$ cat config.mk
export PLATFORM = sky130hd
export DESIGN_NAME = dedup_job_queue_unit
export DESIGN_NICKNAME = d
export VERILOG_FILES = /design/src/sv/djq_pkg.sv /design/src/sv/djq_ram.sv /design/src/sv/dedup_job_queue_unit.sv
export SDC_FILE = /design/constraint.sdc
export NUM_CORES = 1
export LEC_CHECK = 0
export BUFFER_PORTS_ARGS = -buffer_cell sky130_fd_sc_hd__buf_2
export CAP_MARGIN = 20
export CORE_UTILIZATION = 68
export DETAILED_ROUTE_END_ITERATION = 10
export PLACE_DENSITY = 0.95
export SYNTH_ARGS = -nofsm -noshare
export SYNTH_HDL_FRONTEND = slang
export SYNTH_SLANG_ARGS = --single-unit
export TNS_END_PERCENT = 1
$ cat constraint.sdc
create_clock -name clk -period 6.8 [get_ports clk]
set_input_delay 0.68 -clock clk [delete_from_list [all_inputs] [get_ports clk]]
set_output_delay 0.68 -clock clk [all_outputs]
set_load 0.02 [all_outputs]
$ cat src/sv/djq_pkg.sv
// Shared definitions for the deduplicating job queue.
// Holds request codes, the controller state type and default sizing.
// No dependencies.
package djq_pkg;

	localparam int QUEUE_DEPTH_DEF = 64;
	localparam int CODE_W          = 4;
	localparam int OCC_W           = 7;

	localparam logic [1:0] REQ_INSERT = 2'd0;
	localparam logic [1:0] REQ_POP    = 2'd1;
	localparam logic [1:0] REQ_STATUS = 2'd2;

	typedef enum logic [2:0] {
		ST_IDLE,
		ST_POP_RD,
		ST_SCAN,
		ST_APPEND,
		ST_RESP
	} djq_state_t;

endpackage

$ cat src/sv/djq_ram.sv
// Simple dual-port slot memory: one write port, one registered read port.
// Generic; no package dependencies.
module djq_ram #(
	parameter int DEPTH = 64,
	parameter int WIDTH = 4,
	localparam int AW   = $clog2(DEPTH)
) (
	input  logic             clk,
	input  logic             we,
	input  logic [AW-1:0]    waddr,
	input  logic [WIDTH-1:0] wdata,
	input  logic             re,
	input  logic [AW-1:0]    raddr,
	output logic [WIDTH-1:0] rdata
);

	logic [WIDTH-1:0] mem [DEPTH];

	always_ff @(posedge clk) begin
		if (we) begin
			mem[waddr] <= wdata;
		end
		if (re) begin
			rdata <= mem[raddr];
		end
	end

endmodule

$ cat src/sv/dedup_job_queue_unit.sv
// Deduplicating job queue. Jobs sit in a circular buffer in a slot memory; the head
// (job in progress) is mirrored in a register. Status goes straight to ST_RESP; a pop
// passes through ST_POP_RD first when jobs wait behind the head. An insert sweeps the
// pending entries once through the memory's single read port, copying survivors down
// through the write port, then appends. One request is in flight at a time; a finished
// result waits in the output register while the next request is taken.
// Memory contents need no clearing after reset: entries past the count are never read.
// Depends on djq_pkg and djq_ram.
module dedup_job_queue_unit
	import djq_pkg::*;
#(
	parameter int QUEUE_DEPTH = QUEUE_DEPTH_DEF
) (
	input  logic              clk,
	input  logic              arst_n,
	input  logic              in_valid,
	output logic              in_stall,
	input  logic [1:0]        req_type,
	input  logic [CODE_W-1:0] job_code,
	output logic              out_valid,
	input  logic              out_stall,
	output logic [CODE_W-1:0] head_job,
	output logic [OCC_W-1:0]  occupancy,
	output logic              duplicate_removed,
	output logic              insert_dropped,
	output logic              pop_done
);

	localparam int AW = $clog2(QUEUE_DEPTH);
	localparam int CW = $clog2(QUEUE_DEPTH + 1);
	localparam logic [CW-1:0] ONE_C   = CW'(1);
	localparam logic [CW-1:0] DEPTH_C = CW'(QUEUE_DEPTH);

	// logical slot index -> physical address, relative to the head pointer
	function automatic logic [AW-1:0] phys(input logic [AW-1:0] hd, input logic [CW-1:0] idx);
		logic [CW:0] sum;
		sum = (CW+1)'(hd) + (CW+1)'(idx);
		if (sum >= (CW+1)'(QUEUE_DEPTH)) begin
			sum = sum - (CW+1)'(QUEUE_DEPTH);
		end
		return sum[AW-1:0];
	endfunction

	djq_state_t state_q, state_d;

	logic [AW-1:0]     hd_q;
	logic [CW-1:0]     cnt_q;
	logic [CODE_W-1:0] head_q;
	logic [CODE_W-1:0] code_q;
	logic [CW-1:0]     ri_q;
	logic [CW-1:0]     wi_q;
	logic              rd_vld_s1;
	logic              dup_q, drop_q, pop_q;
	logic              out_vld_q;

	logic              accept;
	logic              scan_issue;
	logic              out_load;
	logic              ram_we, ram_re;
	logic [AW-1:0]     ram_waddr, ram_raddr;
	logic [CODE_W-1:0] ram_wdata, ram_rdata;

	djq_ram #(
		.DEPTH(QUEUE_DEPTH),
		.WIDTH(CODE_W)
	) u_ram (
		.clk  (clk),
		.we   (ram_we),
		.waddr(ram_waddr),
		.wdata(ram_wdata),
		.re   (ram_re),
		.raddr(ram_raddr),
		.rdata(ram_rdata)
	);

	assign in_stall   = (state_q != ST_IDLE);
	assign accept     = in_valid && !in_stall;
	assign scan_issue = (state_q == ST_SCAN) && (ri_q < cnt_q);
	assign out_load   = (state_q == ST_RESP) && (!out_vld_q || !out_stall);

	always_ff @(posedge clk or negedge arst_n) begin
		if (!arst_n) begin
			state_q <= ST_IDLE;
		end else begin
			state_q <= state_d;
		end
	end

	always_comb begin
		state_d   = state_q;
		ram_re    = 1'b0;
		ram_raddr = phys(hd_q, ONE_C);
		ram_we    = 1'b0;
		ram_waddr = phys(hd_q, wi_q);
		ram_wdata = code_q;
		unique case (state_q)
			ST_IDLE: begin
				if (accept) begin
					unique case (req_type)
						REQ_INSERT: begin
							if (job_code == '0) begin
								state_d = ST_RESP;
							end else if (cnt_q > ONE_C) begin
								state_d = ST_SCAN;
							end else begin
								state_d = ST_APPEND;
							end
						end
						REQ_POP: begin
							if (cnt_q > ONE_C) begin
								ram_re  = 1'b1;
								state_d = ST_POP_RD;
							end else begin
								state_d = ST_RESP;
							end
						end
						default: state_d = ST_RESP;
					endcase
				end
			end
			ST_POP_RD: state_d = ST_RESP;
			ST_SCAN: begin
				ram_re    = scan_issue;
				ram_raddr = phys(hd_q, ri_q);
				// survivors are copied down to the write index
				if (rd_vld_s1 && ram_rdata != code_q) begin
					ram_we    = 1'b1;
					ram_wdata = ram_rdata;
				end
				if (!scan_issue && !rd_vld_s1) begin
					state_d = ST_APPEND;
				end
			end
			ST_APPEND: begin
				ram_we  = (wi_q != DEPTH_C);
				state_d = ST_RESP;
			end
			ST_RESP: begin
				if (out_load) begin
					state_d = ST_IDLE;
				end
			end
			default: state_d = ST_IDLE;
		endcase
	end

	always_ff @(posedge clk or negedge arst_n) begin
		if (!arst_n) begin
			hd_q      <= '0;
			cnt_q     <= '0;
			head_q    <= '0;
			rd_vld_s1 <= 1'b0;
			out_vld_q <= 1'b0;
		end else begin
			rd_vld_s1 <= scan_issue;
			if (state_q == ST_IDLE && accept && req_type == REQ_POP && cnt_q != '0) begin
				hd_q  <= phys(hd_q, ONE_C);
				cnt_q <= cnt_q - ONE_C;
			end
			if (state_q == ST_POP_RD) begin
				head_q <= ram_rdata;
			end
			if (state_q == ST_APPEND) begin
				if (wi_q != DEPTH_C) begin
					cnt_q <= wi_q + ONE_C;
					if (wi_q == '0) begin
						head_q <= code_q;
					end
				end else begin
					cnt_q <= wi_q;
				end
			end
			if (out_load) begin
				out_vld_q <= 1'b1;
			end else if (!out_stall) begin
				out_vld_q <= 1'b0;
			end
		end
	end

	// per-request working registers and the result outputs
	always_ff @(posedge clk) begin
		if (accept) begin
			code_q <= job_code;
			ri_q   <= ONE_C;
			wi_q   <= (cnt_q == '0) ? '0 : ONE_C;
			dup_q  <= 1'b0;
			drop_q <= 1'b0;
			pop_q  <= (req_type == REQ_POP) && (cnt_q != '0);
		end
		if (scan_issue) begin
			ri_q <= ri_q + ONE_C;
		end
		if (state_q == ST_SCAN && rd_vld_s1) begin
			if (ram_rdata == code_q) begin
				dup_q <= 1'b1;
			end else begin
				wi_q <= wi_q + ONE_C;
			end
		end
		if (state_q == ST_APPEND && wi_q == DEPTH_C) begin
			drop_q <= 1'b1;
		end
		if (out_load) begin
			head_job          <= (cnt_q != '0) ? head_q : '0;
			occupancy         <= OCC_W'(cnt_q);
			duplicate_removed <= dup_q;
			insert_dropped    <= drop_q;
			pop_done          <= pop_q;
		end
	end

	assign out_valid = out_vld_q;

endmodule

After elaboration in Yosys (flattened, before gate mapping)
Memories as Yosys holds them, arrays and structs flattened. A register that Yosys moved wholly into a read port is not among the register bits.
Cells that the tools add are included.
{ "op_classes": {"n_reduce_logical": 28, "n_mux": 40, "n_eq_ne": 13, "n_addsub": 9, "order_cmp": 5} }
{ "op_table": {"columns": ["op", "n"], "rows": [
  ["$mux 7", 8],
  ["$mux 4", 6],
  ["$mux 6", 4],
  ["$sub 6x1->6 const B", 3],
  ["$add 6x7->8", 2],
  ["$ge 8x7->1 const B", 2],
  ["$mux 3", 5],
  ["$add 7x1->7 const B", 2],
  ["$logic_not 7->1", 2],
  ["$mux 1", 13],
  ["$pmux 3 s4", 1],
  ["$logic_and 1x1->1", 11],
  ["$add 6x1->7 const B", 1],
  ["$eq 7x7->1 const B", 1],
  ["$ge 7x7->1 const B", 1],
  ["$gt 7x1->1 const B", 1],
  ["$lt 7x7->1", 1],
  ["$ne 7x7->1 const B", 1],
  ["$reduce_bool 7->1", 1],
  ["$sub 7x1->7 const B", 1],
  ["$eq 3x2->1 const B", 2],
  ["$ne 2x2->1 const B", 3],
  ["$pmux 3 s2", 1],
  ["$logic_not 1->1", 5],
  ["other kinds (15)", 17]
]} }
{ "totals": {"output_inout_bits": 16, "wordCells": 113, "reg_bits": 57, "ramBits": 256, "n_memories": 1} }
{ "memory_table": {"columns": ["memory", "words", "width", "read_ports", "rd_clocked_by_memory_dff", "wr", "line_no", "rtl"], "rows": [
  ["u_ram.mem", 64, 4, 1, 1, 1, "djq_ram.sv:17", "logic [WIDTH-1:0] mem [DEPTH];"]
]} }

Logic depth before layout (Yosys ltp)
{ "depth": {"ltp_word": 8, "mapped_depth": 11, "ltp_nobuf": 10} }

Hierarchy
Synthesis repeated with hierarchy kept, for this count alone.
{ "hier_totals": {"hier_cells": 843, "hier_area_um2": 13785.7} }
{ "by_module_without_submodules": {"columns": ["mod", "cells_per_inst", "area_per_inst_um2", "instances"], "rows": [
  ["djq_ram", 521, 10447.5, 1],
  ["dedup_job_queue_unit", 322, 3338.2, 1]
]} }

Least setup slack after synthesis
No wires, ideal clock.
{ "synth_timing": {"path_kind": "register -> register", "start": "register hd_q[0]", "end": "register u_ram.rdata[2] (read register of u_ram.mem) (data pin)", "setup_time_ns": 0.256, "t_required_ns": 6.544, "path_slack_ns": 4.180, "path_stages_with_launch": 11, "arrival_time_ns": 2.364, "path_cell_list": "dfrtp_1 > ha_1 > fa_1 > mux2_4 > buf_4 > buf_2 > nand2_1 > nand3_1 > a32oi_1 > o2111ai_1 > and4_1"} }
{ "synth_between": {"elab_chain_cells": 4} }
{ "synth_lines": {"columns": ["item", "line_no", "rtl"], "rows": [
  ["from (decl)", "dedup_job_queue_unit.sv:46", "logic [AW-1:0] hd_q;"],
  ["from (signal assigned)", "dedup_job_queue_unit.sv:157", "hd_q <= phys(hd_q, ONE_C);"],
  ["$add 6x7->8 / $add 6x1->7 (equally long branches)", "dedup_job_queue_unit.sv:37", "sum = (CW+1)'(hd) + (CW+1)'(idx);"],
  ["$ge 8x7->1, or another cell as far along", "dedup_job_queue_unit.sv:38", "if (sum >= (CW+1)'(QUEUE_DEPTH)) begin"],
  ["$mux 6", "dedup_job_queue_unit.sv:38", null],
  ["$mux 6 (*)", "dedup_job_queue_unit.sv:96", "unique case (state_q)"],
  ["to (decl)", "djq_ram.sv:14", "output logic [WIDTH-1:0] rdata"]
]} }
Mark *: on every way between the ends. The rest lies on a longest branch, timed or not.
A chain may end at the register's enable or synchronous reset.

Worst setup path in the final report
{ "layout_timing": {"start": "register state_q[1]", "end": "register u_ram.rdata[2] (read register of u_ram.mem) (data pin)"} }
{ "layout_between": {"elab_chain_cells": 5} }
{ "layout_lines": {"columns": ["item", "line_no", "rtl"], "rows": [
  ["from (decl)", "dedup_job_queue_unit.sv:44", "djq_state_t state_q, state_d;"],
  ["from (signal assigned)", "dedup_job_queue_unit.sv:85", "state_q <= state_d;"],
  ["$reduce_bool 3->1", "dedup_job_queue_unit.sv:76", "assign in_stall = (state_q != ST_IDLE);"],
  ["$logic_not 1->1", "dedup_job_queue_unit.sv:77", "assign accept = in_valid && !in_stall;"],
  ["$logic_and 1x1->1", "dedup_job_queue_unit.sv:77", null],
  ["$mux 1", "dedup_job_queue_unit.sv:98", "if (accept) begin"],
  ["$pmux 1 s2", "dedup_job_queue_unit.sv:96", null]
]} }
Parallel ways exist; a longest one is shown, timed or not.

==> impl_metrics.sql <==
INSERT INTO impl_metrics (metric_group, metric, value, unit) VALUES
('sta', 'achievable-frequency', '242', 'MHz'),
('sta', 'skew', '0.0124', 'ns'),
('finish', 'post_route_cells_drive_above_1_share', '7.86', '%'),
('cts', 'ctsRootBufferMaster', 'sky130_fd_sc_hd__clkbuf_16', ''),
('pwr', 'total_leakage_power', '5.48', 'nW'),
('cts', 'cts_buffer_depth', '3', ''),
('cts', 'tritoncts_num_sinks', '317', ''),
('finish', 'antennaDiodeCount', '0', ''),
('floorplan', 'design.portCount', '26', ''),
('logic_synthesis', 'async_reset_ff_share', '6.94', '%'),
('sta', 'grt_setup_unrepaired', 'no', ''),
('finish', 'final_nets', '1161', ''),
('critical_path', 'crit_path_from', 'state_q[1]$_DFFE_PN0P_', ''),
('place', 'gp_congestion', '0.880', ''),
('sta', 'fin_ws', '2.67', 'ns'),
('logic_synthesis', 'synth_top_family_by_area', 'simple AND/OR/NAND/NOR gates', ''),
('place', 'place.port_buffers', '25', ''),
('route', 'drt_first_iter_violations', '1241', ''),
('sta', 'slew_headroom', '34.0', '%'),
('sta', 'setup-tns-final', '0', 'ns'),
('logic_synthesis', 'yosys_warnings', '0', ''),
('critical_path', 'worst-r2r-cell-count', '8', ''),
('status', 'run_status', 'completed', ''),
('route', 'route.detailed.vias_per_inst', '6.72', ''),
('route', 'drt-pass1-iter-count', '6', ''),
('worst_hold_path', 'min-delay-path-class', 'primary input to async pin', ''),
('grt', 'grt_usage', '30.9', '%'),
('pwr', 'cellPowerDensity', '465', 'mW/mm^2'),
('logic_synthesis', 'post_synth_fa_ha_maj_area_fraction', '2.31', '%'),
('logic_synthesis', 'synthesis.instances', '1107', ''),
('logic_synthesis', 'post_synth_and_or_nand_nor_area_fraction', '13.7', '%'),
('logic_synthesis', 'synth_largest_area_cell', 'sky130_fd_sc_hd__edfxtp_1', ''),
('critical_path', 'r2r_start', 'state_q[1]$_DFFE_PN0P_', ''),
('logic_synthesis', 'synth-seq-area-share', '65.8', '%'),
('sta', 'worst-slew-pin-transition', '0.980', 'ns'),
('floorplan', 'floorplan.rows', '52', ''),
('cts', 'tritoncts_clock_tree', 'built', ''),
('logic_synthesis', 'synth-edff-count', '286', ''),
('grt', 'initial_antenna_violation_count', '1', ''),
('critical_path', 'endpoint_kind', 'register', ''),
('logic_synthesis', 'yosys.cell_count.top_type', 'sky130_fd_sc_hd__edfxtp_1', ''),
('route', 'route.vias.total', '9512', ''),
('logic_synthesis', 'post_synth_top_area_share', '60.6', '%'),
('cts', 'htree_num_levels', '1', ''),
('logic_synthesis', 'muxShareOfSynthArea', '7.59', '%'),
('grt', 'grt_overflow', '0', ''),
('grt', 'wire_length_of_the_first_global_routing_pass', '50900', 'um'),
('cts', 'worstSkewPairLatency', '0.57', 'ns'),
('cts', 'path_clk_slew', '0.06', 'ns'),
('sta', 'finalCriticalPeriod', '4.13', 'ns'),
('sta', 'slew_violations', '0', ''),
('finish', 'syn2layout_area_growth', '8.15', '%'),
('cts', 'cts.hold.buffers_added', '0', ''),
('logic_synthesis', 'post_synth.cell_area_avg', '12.8', 'um^2'),
('sta', 'hold_viol_final', '0', ''),
('cts', 'postCtsSetupBuffers', '0', ''),
('logic_synthesis', 'ys_seq_elements', '317', ''),
('logic_synthesis', 'dominantRegCellSynth', 'sky130_fd_sc_hd__edfxtp_1', ''),
('sta', 'finalSetupViolCount', '0', ''),
('logic_synthesis', 'synth_cell_types', '57', ''),
('logic_synthesis', 'post_synth_most_frequent_cells', 'sky130_fd_sc_hd__edfxtp_1 (286), sky130_fd_sc_hd__nand2_1 (209), sky130_fd_sc_hd__mux2i_1 (89), sky130_fd_sc_hd__nor2_1 (89), sky130_fd_sc_hd__nand3_1 (62)', ''),
('route', 'wl_per_cell', '22.7', 'um'),
('floorplan', 'fp.dieW', '146', 'um'),
('logic_synthesis', 'synth_compound_gate_area_share', '6.22', '%'),
('floorplan', 'core', '0.0203', 'mm^2'),
('critical_path', 'setup.worst_path.class', 'register to register', ''),
('route', 'route.antenna.remaining_nets', '0', ''),
('route', 'wl', '32200', 'um'),
('logic_synthesis', 'ys_top_cells_by_area', 'sky130_fd_sc_hd__edfxtp_1 (61%), sky130_fd_sc_hd__mux2i_1 (6.3%), sky130_fd_sc_hd__nand2_1 (5.5%)', ''),
('job', 'max-cap-violations', '0', ''),
('grt', 'grt_start_max_net_pins', '74', '');
kinds of logic after synthesis:
logic type | after synthesis
simple gates | 434
flops | 317
compound gates | 126
mux | 104
buf+inv | 69
xor+xnor | 32
fa+ha+maj | 25
report_power, final:
part | switching (mW) | internal, mW
clock | 0.678 | 0.834
combinational | 2.00 | 1.05
sequential | 0.157 | 2.39
total | 2.83 | 4.28
stage by stage:
| stage | instances | utilization [%] | hold slack [ns] | total power, mW | cell area [um^2] |
|---|---|---|---|---|---|
| 6_report | 1415 | 75.4 | 0.101 | 7.11 | 15300 |
| 5_1_grt | 1415 | 75.4 | 0.131 | 7.42 | 15300 |
| 4_1_cts | 1415 | 75.4 | 0.110 | 7.04 | 15300 |
| 3_5_place_dp | 1365 | 71.2 | 0.422 | 5.50 | 14500 |
| 3_3_place_gp | 1365 | 71.2 | 0.404 | 5.36 | 14500 |
| 2_1_floorplan | 1107 | - | 0.384 | 4.84 | 14200 |
path summary, 6_finish.rpt:
| check | slack [ns] | end |
|---|---|---|
| setup reg to reg | 2.67 | u_ram.rdata[2]$_DFFE_PP_ |
| hold reg to reg | 0.44 | pop_done$_DFFE_PP_ |
| max in group asynchronous | 6.33 | hd_q[4]$_DFFE_PN0P_ |
| min in group clk | 0.32 | code_q[1]$_DFFE_PP_ |
| setup / recovery | 2.67 | u_ram.rdata[2]$_DFFE_PP_ |
| hold / removal | 0.10 | cnt_q[5]$_DFFE_PN0P_ |
cell type report:
type                    instances  area, um^2
fillers                      1187        4980
inverters                      22        82.6
clock inverters                10        87.6
well taps                     270         338
clock buffers                  40         777
repair buffers                 35         200
multi-input cells             721        4510
flip-flops and latches        317        9320
layer usage:
layer  track usage [%]  vias to the layer above  part of all wire [%]
li1                  -                     4110                     -
met1              39.6                     4537                    36
met2              50.0                      704                    47
met3              6.72                      159                    11
met4              16.5                        2                   5.6
met5                 0                        -                 0.053
placed cells by master (no fill, tap or decap), types with 11 or more instances in the layout:
cell type,instances
sky130_fd_sc_hd__mux2_2,13
sky130_fd_sc_hd__edfxtp_1,286
sky130_fd_sc_hd__dfrtp_1,22
sky130_fd_sc_hd__a32oi_1,12
sky130_fd_sc_hd__a21oi_1,18
sky130_fd_sc_hd__clkbuf_16,29
sky130_fd_sc_hd__inv_1,22
sky130_fd_sc_hd__nand3b_1,12
sky130_fd_sc_hd__nand2_1,209
sky130_fd_sc_hd__nor2_1,89
sky130_fd_sc_hd__nand3_1,62
sky130_fd_sc_hd__mux2i_1,88
sky130_fd_sc_hd__ha_1,23
sky130_fd_sc_hd__xnor2_1,23
sky130_fd_sc_hd__buf_2,25
sky130_fd_sc_hd__o21ai_0,30
sky130_fd_sc_hd__and2_1,11
sky130_fd_sc_hd__o211ai_1,19
flip-flops by register name, indices dropped and copies added (netlist names), 3 cells and up:
register and cells:
cnt_q 7, code_q 4, hd_q 6, head_job 4, head_q 4, occupancy 7
ri_q 7, state_q 3, u_ram.mem 256, u_ram.rdata 4, wi_q 7
worst max-delay path, cell delays in order (launching register included):
cell and delay [ns]:
sky130_fd_sc_hd__dfrtp_1 0.51, sky130_fd_sc_hd__nor3b_4 0.60, sky130_fd_sc_hd__mux2i_4 0.84, sky130_fd_sc_hd__buf_4 0.70, sky130_fd_sc_hd__mux2i_1 0.34, sky130_fd_sc_hd__mux2i_1 0.10, sky130_fd_sc_hd__mux2_2 0.29, sky130_fd_sc_hd__o22a_1 0.19
sky130_fd_sc_hd__and4_1 0.24
No activity file was read; power rests on OpenSTA's default activity.
